**src/hw/rtl/scale_ema_tare_weigh_assert.svh**
```systemverilog
// ----------------------------------------------------------------------------
// Assertion macros for the load-cell weighing block
// Clock and reset are taken from the scope of the module that uses them.
// ----------------------------------------------------------------------------
`ifndef SCALE_EMA_TARE_WEIGH_ASSERT_SVH
`define SCALE_EMA_TARE_WEIGH_ASSERT_SVH

// Same-cycle implication, checked outside reset
`define SEW_ASSERT_IMP(name, ante, cons) \
   name: assert property (@(posedge clock) disable iff (reset) (ante) |-> (cons)) \
      else $error("scale_ema_tare_weigh: same-cycle check failed");

// Next-cycle implication, checked outside reset
`define SEW_ASSERT_NXT(name, ante, cons) \
   name: assert property (@(posedge clock) disable iff (reset) (ante) |=> (cons)) \
      else $error("scale_ema_tare_weigh: next-cycle check failed");

`endif

```
**src/hw/rtl/sew_pkg.sv**
```systemverilog
// ----------------------------------------------------------------------------
// sew_pkg
// Types, widths and constants shared by the weighing block controller,
// datapath and top level.
// ----------------------------------------------------------------------------
package sew_pkg;

   // Field and register widths
   localparam int SampleWidth = 12;
   localparam int WeightWidth = 21;
   localparam int AlphaWidth  = 17;
   localparam int LevelWidth  = 13;
   localparam int GainWidth   = 24;
   localparam int AvgWidth    = 28;
   localparam int CsrIdxWidth = 2;
   localparam int CsrDataWidth = 24;

   // Multiplier operand and product widths
   localparam int MulXWidth = 24;
   localparam int MulYWidth = 17;
   localparam int ProdWidth = MulXWidth + MulYWidth;
   localparam int AccWidth  = 34;

   // Fixed-point constants
   localparam logic [AlphaWidth-1:0]  OneQ16   = 17'd65536;
   localparam logic [SampleWidth-1:0] LevelMax = 12'd4095;

   // Register reset values
   localparam logic [AlphaWidth-1:0] AlphaReset     = 17'd655;
   localparam logic [LevelWidth-1:0] ThresholdReset = 13'd1;
   localparam logic [LevelWidth-1:0] ClampReset     = 13'd5000;
   localparam logic [GainWidth-1:0]  GainReset      = 24'd6554911;

   // Register indexes
   localparam logic [CsrIdxWidth-1:0] CsrAlpha     = 2'd0;
   localparam logic [CsrIdxWidth-1:0] CsrThreshold = 2'd1;
   localparam logic [CsrIdxWidth-1:0] CsrClamp     = 2'd2;
   localparam logic [CsrIdxWidth-1:0] CsrGain      = 2'd3;

   // Controller states
   typedef enum logic [2:0] {
      ST_IDLE,
      ST_MUL_LO,
      ST_MUL_SAMPLE,
      ST_MUL_HI,
      ST_FILTER,
      ST_LEVEL,
      ST_MUL_WEIGHT,
      ST_OUTPUT
   } state_type;

   // Multiplier operand selection
   typedef enum logic [1:0] {
      MUL_AVG_LO,
      MUL_SAMPLE,
      MUL_AVG_HI,
      MUL_WEIGHT
   } mul_sel_type;

   // Commands from controller to datapath
   typedef struct packed {
      logic        load;
      logic        seed;
      logic        mul_en;
      mul_sel_type mul_sel;
      logic        acc_init;
      logic        acc_add;
      logic        avg_commit;
      logic        level_en;
      logic        out_load;
   } dp_cmd_type;

endpackage

```
**src/hw/rtl/sew_ctrl.sv**
```systemverilog
// ----------------------------------------------------------------------------
// sew_ctrl
// Sequencer for the weighing block: seeds on the first request, then steps
// the datapath through the average update, tare and scaling, and owns the
// result valid flag.
// ----------------------------------------------------------------------------
module sew_ctrl (
   input  logic               clock,
   input  logic               reset,
   input  logic               req_valid,
   output logic               req_stall,
   output logic               rsp_valid,
   input  logic               rsp_stall,
   output sew_pkg::dp_cmd_type cmd
);

   sew_pkg::state_type state_ff, state_in;
   logic               seeded_ff, seeded_in;
   logic               rsp_valid_ff, rsp_valid_in;
   logic               out_free;

   // Take requests only when idle
   assign req_stall = (state_ff != sew_pkg::ST_IDLE);
   assign rsp_valid = rsp_valid_ff;
   assign out_free  = !rsp_valid_ff || !rsp_stall;

   // Next state
   always_comb begin
      state_in  = state_ff;
      seeded_in = seeded_ff;
      case (state_ff)
         sew_pkg::ST_IDLE: begin
            if (req_valid) begin
               if (seeded_ff) begin
                  state_in = sew_pkg::ST_MUL_LO;
               end else begin
                  seeded_in = 1'b1;
               end
            end
         end
         sew_pkg::ST_MUL_LO:     state_in = sew_pkg::ST_MUL_SAMPLE;
         sew_pkg::ST_MUL_SAMPLE: state_in = sew_pkg::ST_MUL_HI;
         sew_pkg::ST_MUL_HI:     state_in = sew_pkg::ST_FILTER;
         sew_pkg::ST_FILTER:     state_in = sew_pkg::ST_LEVEL;
         sew_pkg::ST_LEVEL:      state_in = sew_pkg::ST_MUL_WEIGHT;
         sew_pkg::ST_MUL_WEIGHT: state_in = sew_pkg::ST_OUTPUT;
         sew_pkg::ST_OUTPUT: begin
            if (out_free) begin
               state_in = sew_pkg::ST_IDLE;
            end
         end
         default: state_in = sew_pkg::ST_IDLE;
      endcase
   end

   // Datapath commands
   always_comb begin
      cmd         = '0;
      cmd.mul_sel = sew_pkg::MUL_AVG_LO;
      case (state_ff)
         sew_pkg::ST_IDLE: begin
            cmd.load = req_valid && seeded_ff;
            cmd.seed = req_valid && !seeded_ff;
         end
         sew_pkg::ST_MUL_LO: begin
            cmd.mul_en  = 1'b1;
            cmd.mul_sel = sew_pkg::MUL_AVG_LO;
         end
         sew_pkg::ST_MUL_SAMPLE: begin
            cmd.mul_en   = 1'b1;
            cmd.mul_sel  = sew_pkg::MUL_SAMPLE;
            cmd.acc_init = 1'b1;
         end
         sew_pkg::ST_MUL_HI: begin
            cmd.mul_en  = 1'b1;
            cmd.mul_sel = sew_pkg::MUL_AVG_HI;
            cmd.acc_add = 1'b1;
         end
         sew_pkg::ST_FILTER:     cmd.avg_commit = 1'b1;
         sew_pkg::ST_LEVEL:      cmd.level_en   = 1'b1;
         sew_pkg::ST_MUL_WEIGHT: begin
            cmd.mul_en  = 1'b1;
            cmd.mul_sel = sew_pkg::MUL_WEIGHT;
         end
         sew_pkg::ST_OUTPUT:     cmd.out_load = out_free;
         default: begin
            cmd.mul_en = 1'b0;
         end
      endcase
   end

   // Hold the result until taken, set it on a fresh load
   always_comb begin
      rsp_valid_in = rsp_valid_ff && rsp_stall;
      if (cmd.out_load) begin
         rsp_valid_in = 1'b1;
      end
   end

   always_ff @(posedge clock) begin
      if (reset) begin
         state_ff     <= sew_pkg::ST_IDLE;
         seeded_ff    <= 1'b0;
         rsp_valid_ff <= 1'b0;
      end else begin
         state_ff     <= state_in;
         seeded_ff    <= seeded_in;
         rsp_valid_ff <= rsp_valid_in;
      end
   end

endmodule

```
**src/hw/rtl/sew_dp.sv**
```systemverilog
// ----------------------------------------------------------------------------
// sew_dp
// Datapath of the weighing block: control registers, moving average with
// one shared multiplier, tare level, threshold and clamp, output register.
// ----------------------------------------------------------------------------
module sew_dp (
   input  logic                                clock,
   input  logic                                reset,
   input  logic                                csr_write_en,
   input  logic [sew_pkg::CsrIdxWidth-1:0]     csr_index,
   input  logic [sew_pkg::CsrDataWidth-1:0]    csr_wdata,
   input  logic [sew_pkg::SampleWidth-1:0]     req_sample,
   input  logic                                req_tare_pressed,
   input  sew_pkg::dp_cmd_type                 cmd,
   output logic [sew_pkg::WeightWidth-1:0]     rsp_weight_centigrams,
   output logic [sew_pkg::SampleWidth-1:0]     rsp_filtered_level
);

   // Control registers
   logic [sew_pkg::AlphaWidth-1:0] alpha_ff;
   logic [sew_pkg::LevelWidth-1:0] threshold_ff;
   logic [sew_pkg::LevelWidth-1:0] clamp_ff;
   logic [sew_pkg::GainWidth-1:0]  gain_ff;

   // Filter state
   logic [sew_pkg::AvgWidth-1:0]    avg_ff, avg_in;
   logic [sew_pkg::SampleWidth-1:0] tare_ff;

   // Working registers
   logic [sew_pkg::SampleWidth-1:0] sample_ff;
   logic                            tare_req_ff;
   logic [sew_pkg::ProdWidth-1:0]   prod_ff, prod_in;
   logic signed [sew_pkg::AccWidth-1:0] acc_ff, acc_in;
   logic [sew_pkg::SampleWidth-1:0] filtered_ff;
   logic [sew_pkg::LevelWidth-1:0]  level_ff, level_in;
   logic [sew_pkg::WeightWidth-1:0] weight_out_ff;
   logic [sew_pkg::SampleWidth-1:0] filtered_out_ff;

   logic [sew_pkg::AlphaWidth-1:0] alpha_sat;
   logic [sew_pkg::MulXWidth-1:0]  mul_x;
   logic [sew_pkg::MulYWidth-1:0]  mul_y;
   logic signed [34:0]             rnd_diff;
   logic signed [34:0]             rnd_corr;
   logic signed [sew_pkg::AccWidth-1:0] prod_s;
   logic [28:0]                    rnd_sum;
   logic [12:0]                    filt_raw;
   logic [sew_pkg::SampleWidth-1:0] filtered_in;
   logic [sew_pkg::SampleWidth-1:0] tare_eff;
   logic signed [13:0]             diff;

   // Register writes
   always_ff @(posedge clock) begin
      if (reset) begin
         alpha_ff     <= sew_pkg::AlphaReset;
         threshold_ff <= sew_pkg::ThresholdReset;
         clamp_ff     <= sew_pkg::ClampReset;
         gain_ff      <= sew_pkg::GainReset;
      end else if (csr_write_en) begin
         case (csr_index)
            sew_pkg::CsrAlpha:     alpha_ff     <= csr_wdata[sew_pkg::AlphaWidth-1:0];
            sew_pkg::CsrThreshold: threshold_ff <= csr_wdata[sew_pkg::LevelWidth-1:0];
            sew_pkg::CsrClamp:     clamp_ff     <= csr_wdata[sew_pkg::LevelWidth-1:0];
            sew_pkg::CsrGain:      gain_ff      <= csr_wdata[sew_pkg::GainWidth-1:0];
            default: begin
               gain_ff <= gain_ff;
            end
         endcase
      end
   end

   // Saturate alpha at one
   assign alpha_sat = (alpha_ff > sew_pkg::OneQ16) ? sew_pkg::OneQ16 : alpha_ff;

   // Shared multiplier operands
   always_comb begin
      mul_y = alpha_sat;
      case (cmd.mul_sel)
         sew_pkg::MUL_AVG_LO: mul_x = {8'd0, avg_ff[15:0]};
         sew_pkg::MUL_SAMPLE: mul_x = {12'd0, sample_ff};
         sew_pkg::MUL_AVG_HI: mul_x = {12'd0, avg_ff[27:16]};
         sew_pkg::MUL_WEIGHT: begin
            mul_x = gain_ff;
            mul_y = {4'd0, level_ff};
         end
         default: mul_x = '0;
      endcase
   end

   assign prod_in = mul_x * mul_y;

   // Average update, split so that
   // new = avg + a*s - a*hi + floor((0x8000 - a*lo) / 2^16)
   assign rnd_diff = 35'sd32768 - $signed({2'b00, prod_ff[32:0]});
   assign rnd_corr = rnd_diff >>> 16;
   assign prod_s   = $signed({1'b0, prod_ff[32:0]});

   always_comb begin
      acc_in = acc_ff;
      if (cmd.acc_init) begin
         acc_in = $signed({6'd0, avg_ff}) + rnd_corr[sew_pkg::AccWidth-1:0];
      end else if (cmd.acc_add) begin
         acc_in = acc_ff + prod_s;
      end
   end

   always_comb begin
      avg_in = avg_ff;
      if (cmd.seed) begin
         avg_in = {req_sample, 16'd0};
      end else if (cmd.avg_commit) begin
         avg_in = avg_ff;
         avg_in = 28'(acc_ff - prod_s);
      end
   end

   // Round the average, apply tare, threshold then clamp
   assign rnd_sum     = {1'b0, avg_ff} + 29'h0008000;
   assign filt_raw    = rnd_sum[28:16];
   assign filtered_in = (filt_raw > {1'b0, sew_pkg::LevelMax}) ?
                        sew_pkg::LevelMax : filt_raw[11:0];
   assign tare_eff    = tare_req_ff ? filtered_in : tare_ff;
   assign diff        = $signed({2'b00, filtered_in}) - $signed({2'b00, tare_eff});

   always_comb begin
      level_in = diff[12:0];
      if (diff < $signed({1'b0, threshold_ff})) begin
         level_in = '0;
      end else if (diff > $signed({1'b0, clamp_ff})) begin
         level_in = clamp_ff;
      end
   end

   // Filter state with reset
   always_ff @(posedge clock) begin
      if (reset) begin
         avg_ff  <= '0;
         tare_ff <= '0;
      end else begin
         avg_ff <= avg_in;
         if (cmd.level_en && tare_req_ff) begin
            tare_ff <= filtered_in;
         end
      end
   end

   // Working and output registers
   always_ff @(posedge clock) begin
      if (cmd.load) begin
         sample_ff   <= req_sample;
         tare_req_ff <= req_tare_pressed;
      end
      if (cmd.mul_en) begin
         prod_ff <= prod_in;
      end
      acc_ff <= acc_in;
      if (cmd.level_en) begin
         filtered_ff <= filtered_in;
         level_ff    <= level_in;
      end
      if (cmd.out_load) begin
         weight_out_ff   <= prod_ff[36:16];
         filtered_out_ff <= filtered_ff;
      end
   end

   assign rsp_weight_centigrams = weight_out_ff;
   assign rsp_filtered_level    = filtered_out_ff;

endmodule

```
**src/hw/rtl/scale_ema_tare_weigh.sv**
```systemverilog
// ----------------------------------------------------------------------------
// scale_ema_tare_weigh: load-cell moving average, tare and scaling
// Each accepted request yields one result; the seed request gives none.
// Requests are taken only when idle: each runs through seven sequencer steps (four
// passes through one shared multiplier) first; a stalled result holds the sequencer.
// Reset: synchronous; registers take reset values, average and tare clear, unseeded.
// ----------------------------------------------------------------------------
`include "scale_ema_tare_weigh_assert.svh"

module scale_ema_tare_weigh (
   input  logic                             clock,
   input  logic                             reset,
   input  logic                             csr_write_en,
   input  logic [sew_pkg::CsrIdxWidth-1:0]  csr_index,
   input  logic [sew_pkg::CsrDataWidth-1:0] csr_wdata,
   input  logic                             req_valid,
   output logic                             req_stall,
   input  logic [sew_pkg::SampleWidth-1:0]  req_sample,
   input  logic                             req_tare_pressed,
   output logic                             rsp_valid,
   input  logic                             rsp_stall,
   output logic [sew_pkg::WeightWidth-1:0]  rsp_weight_centigrams,
   output logic [sew_pkg::SampleWidth-1:0]  rsp_filtered_level
);

   sew_pkg::dp_cmd_type cmd;

   // Sequencer
   sew_ctrl u_ctrl (
      .clock     (clock),
      .reset     (reset),
      .req_valid (req_valid),
      .req_stall (req_stall),
      .rsp_valid (rsp_valid),
      .rsp_stall (rsp_stall),
      .cmd       (cmd)
   );

   // Arithmetic and storage
   sew_dp u_dp (
      .clock                 (clock),
      .reset                 (reset),
      .csr_write_en          (csr_write_en),
      .csr_index             (csr_index),
      .csr_wdata             (csr_wdata),
      .req_sample            (req_sample),
      .req_tare_pressed      (req_tare_pressed),
      .cmd                   (cmd),
      .rsp_weight_centigrams (rsp_weight_centigrams),
      .rsp_filtered_level    (rsp_filtered_level)
   );

   // Never overwrite a waiting result
   `SEW_ASSERT_IMP(a_no_overwrite, cmd.out_load, !rsp_valid || !rsp_stall)
   // A new result appears only after an output load
   `SEW_ASSERT_IMP(a_rsp_from_load, $rose(rsp_valid), $past(cmd.out_load))
   // Loading a request leaves the block busy
   `SEW_ASSERT_NXT(a_busy_after_load, cmd.load, req_stall)
   // Seed, load and output load are exclusive
   `SEW_ASSERT_IMP(a_cmd_exclusive, 1'b1, $onehot0({cmd.load, cmd.seed, cmd.out_load}))

endmodule
```
**config.mk**
```make
export PLATFORM = sky130hd
export DESIGN_NAME = scale_ema_tare_weigh
export DESIGN_NICKNAME = d
export VERILOG_FILES = /design/src/hw/rtl/sew_pkg.sv /design/src/hw/rtl/sew_ctrl.sv /design/src/hw/rtl/sew_dp.sv /design/src/hw/rtl/scale_ema_tare_weigh.sv
export VERILOG_INCLUDE_DIRS = /design/src /design/src/hw/rtl
export SDC_FILE = /design/constraint.sdc
export NUM_CORES = 2
export LEC_CHECK = 0
export BUFFER_PORTS_ARGS = -buffer_cell sky130_fd_sc_hd__buf_2
export CORE_ASPECT_RATIO = 0.6
export CORE_MARGIN = 3
export CORE_UTILIZATION = 40
export CTS_CLUSTER_DIAMETER = 100
export CTS_CLUSTER_SIZE = 10
export DETAILED_ROUTE_END_ITERATION = 10
export PLACE_DENSITY_LB_ADDON = 0.15
export SKIP_CTS_REPAIR_TIMING = 1
export SYNTH_ARGS = -nofsm -noshare
export SYNTH_HDL_FRONTEND = slang
export SYNTH_SLANG_ARGS = --single-unit
```
**constraint.sdc**
```tcl
create_clock -name clock -period 11.96 [get_ports clock]
set_clock_uncertainty 0.1 [all_clocks]
set_input_delay 0.598 -clock clock [delete_from_list [all_inputs] [get_ports clock]]
set_output_delay 0.598 -clock clock [all_outputs]
set_load 0.02 [all_outputs]
```
[Yosys cells after proc, flatten, opt, wreduce, memory -nomap -nowiden]
Index checks and enable logic that the tools add are counted.
Storage, ports and cells
  output and inout bits: 35
  word-level logic and storage cells: 88
  input port bits: 44
  register bits: 254
Operators by class
  mux-type cells: 22
  magnitude comparators: 4
  eq/ne operators: 16
  add/sub/neg operators: 6
  reductions and logical operators: 21
  $mul: 1
Operators by type and width (count)
  case mux 24 bit (4 select lines): 1
  two-way mux 34 bit: 2
  two-way mux 28 bit: 2
  multiplier 24 x 17 -> 37 bit: 1
  adder 34 bit: 1
  two-way mux 17 bit: 2
  subtractor 16 x 33 -> 34 bit (first input constant): 1
  adder 29 x 18 -> 30 bit: 1
  adder 28 x 16 -> 29 bit (second input constant): 1
  subtractor 28 bit: 1
  two-way mux 12 bit: 2
  case mux 3 bit (8 select lines): 1
  > comparator 17 bit (second input constant): 1
  > comparator 14 bit: 1
  less-than comparator 14 bit: 1
  > comparator 13 x 12 -> 1 bit (second input constant): 1
  two-way mux 13 bit: 1
  subtractor 12 x 12 -> 13 bit: 1
  equality test 3 bit (second input constant): 4
  case mux 3 bit (4 select lines): 1
  AND reduction 2 bit: 5
  two-way mux 3 bit: 3
  equality test 2 bit (second input constant): 4
  equality test 3 x 2 -> 1 bit (second input constant): 2
  other kinds (15): 29

[Depth between registers and ports, before layout]
  depth in word-level cells: 7
  gate-level depth with buffers: 31
  mapped depth without buffers: 28

[Modules after synthesis]
A second synthesis with hierarchy kept.
Unflattened totals
  cell total of the unflattened synthesis: 3109
  area total of the unflattened synthesis: 27412.5 um^2
By module, submodules not included
  sew_dp: times used 1, cells an instance 3069, seq. area each 6226.0 um^2, area an instance 27098.5 um^2
  sew_ctrl: times used 1, cells an instance 40, seq. area each 100.1 um^2, area an instance 314.1 um^2

[Least setup slack after synthesis]
Ideal clock, no wire load.
  path type: reg2reg
  start point: reg u_ctrl.state_ff[1]
  end point: reg u_dp.prod_ff[21] (netlist bit), data pin
  slack: 4.157 ns
  buffers on the path: 2
  arrival: 7.440 ns
  stages on the path, launching flop included: 29
  cells stage by stage: dfxtp_1 > ha_1 > nor2b_1 > a21o_1 > and2_1 > clkbuf_1 > a21oi_2 > a22oi_1 > clkbuf_1 > nor2_1 > fa_1 > inv_1 > fa_1 > fa_1 > fa_1 > inv_1 > fa_1 > inv_1 > fa_1 > inv_1 > ha_1 > a21o_1 > a211o_1 > a221o_1 > a31oi_4 > o21bai_1 > a21oi_2 > mux2i_1 > a2111o_1
Between the ends
  longest elaborated chain between the ends: 5
  elaborated cells between the ends (all ways): 12
  those cells by class: 1 x mul; 7 x eq/ne; 3 x mux; 1 x reduce/logical
Ends and longest elaborated chain
  from (decl): line sew_ctrl.sv:17  | sew_pkg::state_type state_ff, state_in;
  from (signal assigned): line sew_ctrl.sv:102  | state_ff <= sew_pkg::ST_IDLE;
  from (signal assigned): line sew_ctrl.sv:106  | state_ff <= state_in;
  equality test 3 bit, or another cell as far along: line sew_ctrl.sv:60  | case (state_ff)
  case mux 3 bit (4 select lines) (*): line sew_ctrl.sv:60
  equality test 2 bit, or another cell as far along: line sew_dp.sv:77  | case (cmd.mul_sel)
  case mux 24 bit (4 select lines) / two-way mux 17 bit (equally long branches): line sew_dp.sv:77
  multiplier 24 x 17 -> 37 bit (*): line sew_dp.sv:89  | assign prod_in = mul_x * mul_y;
  named net u_dp.prod_in, one bit: line sew_dp.sv:32  | logic [sew_pkg::ProdWidth-1:0] prod_ff, prod_in;
  to (signal assigned): line sew_dp.sv:153  | prod_ff <= prod_in;
  to (decl): line sew_dp.sv:32
The timed path passes the listed nets; every way through them passes the cells marked *.
A chain may end at the register's enable or synchronous reset.

[Worst setup path in the final report]
  start point: reg u_ctrl.state_ff[2]
  end point: reg u_dp.prod_ff[34] (netlist bit), data pin
The elaborated chain is that of the path after synthesis.

==> impl_metrics.yaml <==
status:
  outcome: "finished clean"
power:
  power-per-cell-area_nw_per_um2: 229
  power.share.switching_pct: 51.7
  seq_power_share_pct: 20.9
  internal_power_consumption_mw: 3.32
  switchingPower_mw: 3.56
  total_leakage_power_nw: 13.5
  power.clock.fraction_pct: 12.1
  power.ir.vdd_worst_v: 0.000144
  p_comb_share_pct: 67.1
sta:
  min_period_ns: 9.57
  fmax_mhz: 105
  layout_worst_path_cycle_share_pct: 80.0
  setup_viol: 0
  max-slew-margin-rel_pct: 13.9
  setup-tns-final_ns: 0
  timing_worst_slew_pin_value_ns: 1.28
  rsz_0062_raised_after_global_routing: "no"
  finalMaxSlewViolations: 0
  setup_ws_ns: 2.39
  finalHoldViolCount: 0
placed_design:
  gp_congestion: 0.944
  numPortBuffers: 78
  place_worst_setup_slack_ns: 2.45
  detailed_place_hpwl_um: 76200
  post_dp_cell_area_um2: 29300
floorplan:
  design.core.area_um2: 68500
  fp-row-count: 74
  floorplan.io_pins: 79
  die_width_um: 347
  die_y_um: 211
  initial_core_util_pct: 40.7
  die_area_um2: 73100
worst_setup_path:
  critPathCaptureType: "flop"
  required_time_of_the_critical_path_ns: 12.27
  ff2ff_path_depth: 26
  arrival_ns: 9.87
  critPathKind: "reg2reg"
  worstSetupStartpointType: "flop"
  crit-reg2reg-launch: "u_ctrl.state_ff[2]"
  r2r_setup_slack_ns: 2.39
  cp_max_fo: 54
  timing.rr.end: "u_dp.prod_ff[34]"
logic_synthesis:
  synthArstFlopShare_pct: 0
  cell_count_after_synthesis: 3241
  synth_compound_gate_area_share_pct: 13.0
  ys.flop_type: "sky130_fd_sc_hd__edfxtp_1"
  adder_cell_area_share_of_the_yosys_netlist_pct: 33.2
  top_area_cells_in_the_synthesized_netlist: "sky130_fd_sc_hd__fa_1 24%, sky130_fd_sc_hd__edfxtp_1 15%, sky130_fd_sc_hd__ha_1 9.7%, sky130_fd_sc_hd__dfxtp_1 8.0%, sky130_fd_sc_hd__nand2_1 6.7%"
  synth_seq_area_share_pct: 22.7
  synth.avg_cell_area_um2: 8.61
  synthesis.area_um2: 27900
  yosysUniqueCellTypes: 84
  ys_warn_count: 0
  synth_simple_gate_area_share_pct: 17.9
  synth_xor_xnor_area_share_pct: 3.67
  synth_top_area_cell: "sky130_fd_sc_hd__fa_1"
  yosys.area.top_type_share_pct: 23.5
  synth.area.mux_share_pct: 0.905
  number_of_synthesized_flops_with_an_enable_pin: 136
  synth.ff_latch_count: 248
  synth_top_family_by_area: "adder cells"
clocking:
  cts_tree: "yes"
  cts_buffers: 28
  clock-sinks: 248
  clock_tree.root_cell: "sky130_fd_sc_hd__clkbuf_16"
  htree_levels: 1
  cts.clk_slew.worst_paths_ns: 0.07
  insertion_delay_ns: 0.63
  max-clock-path-buffers: 3
grt:
  grt_use_total_pct: 26.2
  met3_usage_in_global_routing_pct: 5.54
  grt_overflow: 0
  grt_util_met1_pct: 42.9
  antenna_found_initial: 6
  pin_count_of_the_biggest_net_entering_global_routing: 55
  vias_in_the_first_global_route: 22900
  first_pass_grt_wire_length_um: 145000
  grt.met2_usage_pct: 35.1
  top_usage_layer: "met1"
route:
  avgRoutedWirePerCell_um: 22.8
  drt-initial-drc-count: 2779
  via_count: 23500
  drt-total-wl_um: 95800
  avgViaCountPerCell: 5.60
  route.detailed.drc: 0
  route.antenna.remaining_nets: 0
  drt-pass1-iter-count: 6
layout:
  fin_area_um2: 30100
  layout.cells.most_common_list: "500 x sky130_fd_sc_hd__nand2_1, 495 x sky130_fd_sc_hd__inv_1, 328 x sky130_fd_sc_hd__fa_1"
  final_common_cell: "sky130_fd_sc_hd__nand2_1"
  final_layout_size_suffix_gt1_share_pct: 5.63
  finalNetCount: 3852
  flow.area_growth_from_synthesis_pct: 7.74
min_path:
  timing.hold.worst_endpoint: "u_dp.tare_req_ff"
  hp-class: "in2reg"
  worst_hold_path.num_cells: 1
  timing.hold.worst.start: "req_tare_pressed"
flow_run:
  drv_cap: 0
how the worst max path moves through the flow:
stage	start	end	slack [ns]	cells after the start
2_1_floorplan	u_ctrl.state_ff[1]	u_dp.prod_ff[21]	4.16	28
3_5_place_dp	u_ctrl.state_ff[2]	u_dp.prod_ff[34]	2.45	26
3_3_place_gp	u_ctrl.state_ff[0]	u_dp.prod_ff[34]	2.84	27
4_1_cts	u_ctrl.state_ff[2]	u_dp.prod_ff[34]	2.50	26
5_1_grt	u_ctrl.state_ff[0]	u_dp.prod_ff[34]	1.90	27
6_report	u_ctrl.state_ff[2]	u_dp.prod_ff[34]	2.39	26
registers in the layout, summed over array words and instances, names as in the netlist, 13 cells and up:
| register | flops |
|---|---|
| u_dp.threshold_ff | 13 |
| u_dp.clamp_ff | 13 |
| u_dp.avg_ff | 28 |
| u_dp.alpha_ff | 17 |
| u_dp.prod_ff | 37 |
| u_dp.acc_ff | 28 |
| u_dp.gain_ff | 24 |
| u_dp.rsp_weight_centigrams | 21 |
| u_dp.level_ff | 13 |
area by class of cell:
type / count / area, um2
clock buffers: 49 / 790
clock inverters: 1 / 30.0
inverters: 496 / 1860
multi-input cells: 2381 / 19300
diodes: 1 / 2.50
repair buffers: 109 / 623
fillers: 6793 / 38400
flip-flops and latches: 248 / 6330
well taps: 912 / 1140
kinds of logic after synthesis:
kind of cell    count (synthesis)
compound gates                563
xor+xnor                      117
fa+ha+maj                     544
buf+inv                       633
flops                         248
mux                            25
other cells                     2
simple gates                 1109
power groups by stage:
| stage | Clock (mW) | Sequential [mW] | Combinational, mW |
|---|---|---|---|
| finish | 0.829 | 1.44 | 4.61 |
| global route | 0.878 | 1.45 | 5.07 |
| CTS | 0.845 | 1.43 | 4.53 |
| detailed placement | 0 | 1.45 | 4.49 |
| global placement | 0 | 1.45 | 4.44 |
| floorplan | 0 | 1.33 | 3.23 |
worst max-delay path, stage by stage (launching register included):
cell and delay, ns:
sky130_fd_sc_hd__dfxtp_1 0.67, sky130_fd_sc_hd__nor2b_1 0.18, sky130_fd_sc_hd__a21o_1 0.19, sky130_fd_sc_hd__buf_4 0.23, sky130_fd_sc_hd__and2_1 0.20, sky130_fd_sc_hd__buf_4 0.29, sky130_fd_sc_hd__a21oi_2 0.91, sky130_fd_sc_hd__a22o_1 0.65
sky130_fd_sc_hd__nand2_1 0.17, sky130_fd_sc_hd__fa_1 0.61, sky130_fd_sc_hd__fa_1 0.45, sky130_fd_sc_hd__fa_1 0.48, sky130_fd_sc_hd__fa_1 0.49, sky130_fd_sc_hd__inv_1 0.06, sky130_fd_sc_hd__fa_1 0.53, sky130_fd_sc_hd__inv_1 0.05
sky130_fd_sc_hd__fa_1 0.54, sky130_fd_sc_hd__inv_1 0.05, sky130_fd_sc_hd__ha_1 0.36, sky130_fd_sc_hd__and3_2 0.26, sky130_fd_sc_hd__nand2_1 0.06, sky130_fd_sc_hd__a21oi_1 0.28, sky130_fd_sc_hd__o31a_2 0.28, sky130_fd_sc_hd__a31oi_1 0.24
sky130_fd_sc_hd__o211a_1 0.33, sky130_fd_sc_hd__or2_2 0.34, sky130_fd_sc_hd__o311ai_0 0.30
metrics by stage:
step	hold slack, ns	cells	power [mW]	utilization, %
after floorplan	0.300	3262	4.56	-
after global placement	0.318	4146	5.88	42.7
after detailed placement	0.305	4146	5.93	42.7
after CTS	0.0388	4196	6.80	43.9
after global routing	0.0448	4196	7.40	43.9
final	0.0648	4197	6.87	43.9
per-layer routing:
layer | vias up | share of wire [%]
met5 | - | 0.010
met1 | 11800 | 51
met2 | 988 | 38
met4 | 2 | 1.5
li1 | 10600 | -
met3 | 85 | 9.7
synthesized netlist by cell type (9+ instances only):
| master | instances |
|---|---|
| sky130_fd_sc_hd__or3_1 | 9 |
| sky130_fd_sc_hd__nor3b_1 | 10 |
| sky130_fd_sc_hd__nor3_1 | 53 |
| sky130_fd_sc_hd__inv_1 | 495 |
| sky130_fd_sc_hd__nand4_1 | 15 |
| sky130_fd_sc_hd__fa_1 | 328 |
| sky130_fd_sc_hd__nor2_1 | 252 |
| sky130_fd_sc_hd__a21oi_1 | 182 |
| sky130_fd_sc_hd__a21o_1 | 33 |
| sky130_fd_sc_hd__nand2_1 | 500 |
| sky130_fd_sc_hd__buf_2 | 10 |
| sky130_fd_sc_hd__o21a_1 | 33 |
| sky130_fd_sc_hd__clkbuf_1 | 112 |
| sky130_fd_sc_hd__nand2b_1 | 17 |
| sky130_fd_sc_hd__buf_1 | 10 |
| sky130_fd_sc_hd__xnor2_1 | 90 |
| sky130_fd_sc_hd__and3_1 | 49 |
| sky130_fd_sc_hd__and2_1 | 37 |
| sky130_fd_sc_hd__dfxtp_1 | 112 |
| sky130_fd_sc_hd__nand3_1 | 85 |
| sky130_fd_sc_hd__a22o_1 | 11 |
| sky130_fd_sc_hd__o21bai_1 | 16 |
| sky130_fd_sc_hd__xor2_1 | 27 |
| sky130_fd_sc_hd__o211ai_1 | 22 |
| sky130_fd_sc_hd__edfxtp_1 | 136 |
| sky130_fd_sc_hd__nor2b_1 | 25 |
| sky130_fd_sc_hd__mux2i_1 | 23 |
| sky130_fd_sc_hd__o21ai_0 | 91 |
| sky130_fd_sc_hd__a31oi_1 | 25 |
| sky130_fd_sc_hd__a211o_1 | 9 |
| sky130_fd_sc_hd__o21ai_1 | 13 |
| sky130_fd_sc_hd__or2_2 | 13 |
| sky130_fd_sc_hd__nor4_1 | 14 |
| sky130_fd_sc_hd__ha_1 | 216 |
| sky130_fd_sc_hd__a22oi_1 | 21 |
| sky130_fd_sc_hd__o31ai_1 | 9 |
| sky130_fd_sc_hd__a211oi_1 | 28 |
Note: power is estimated with default switching activity, not from simulation.
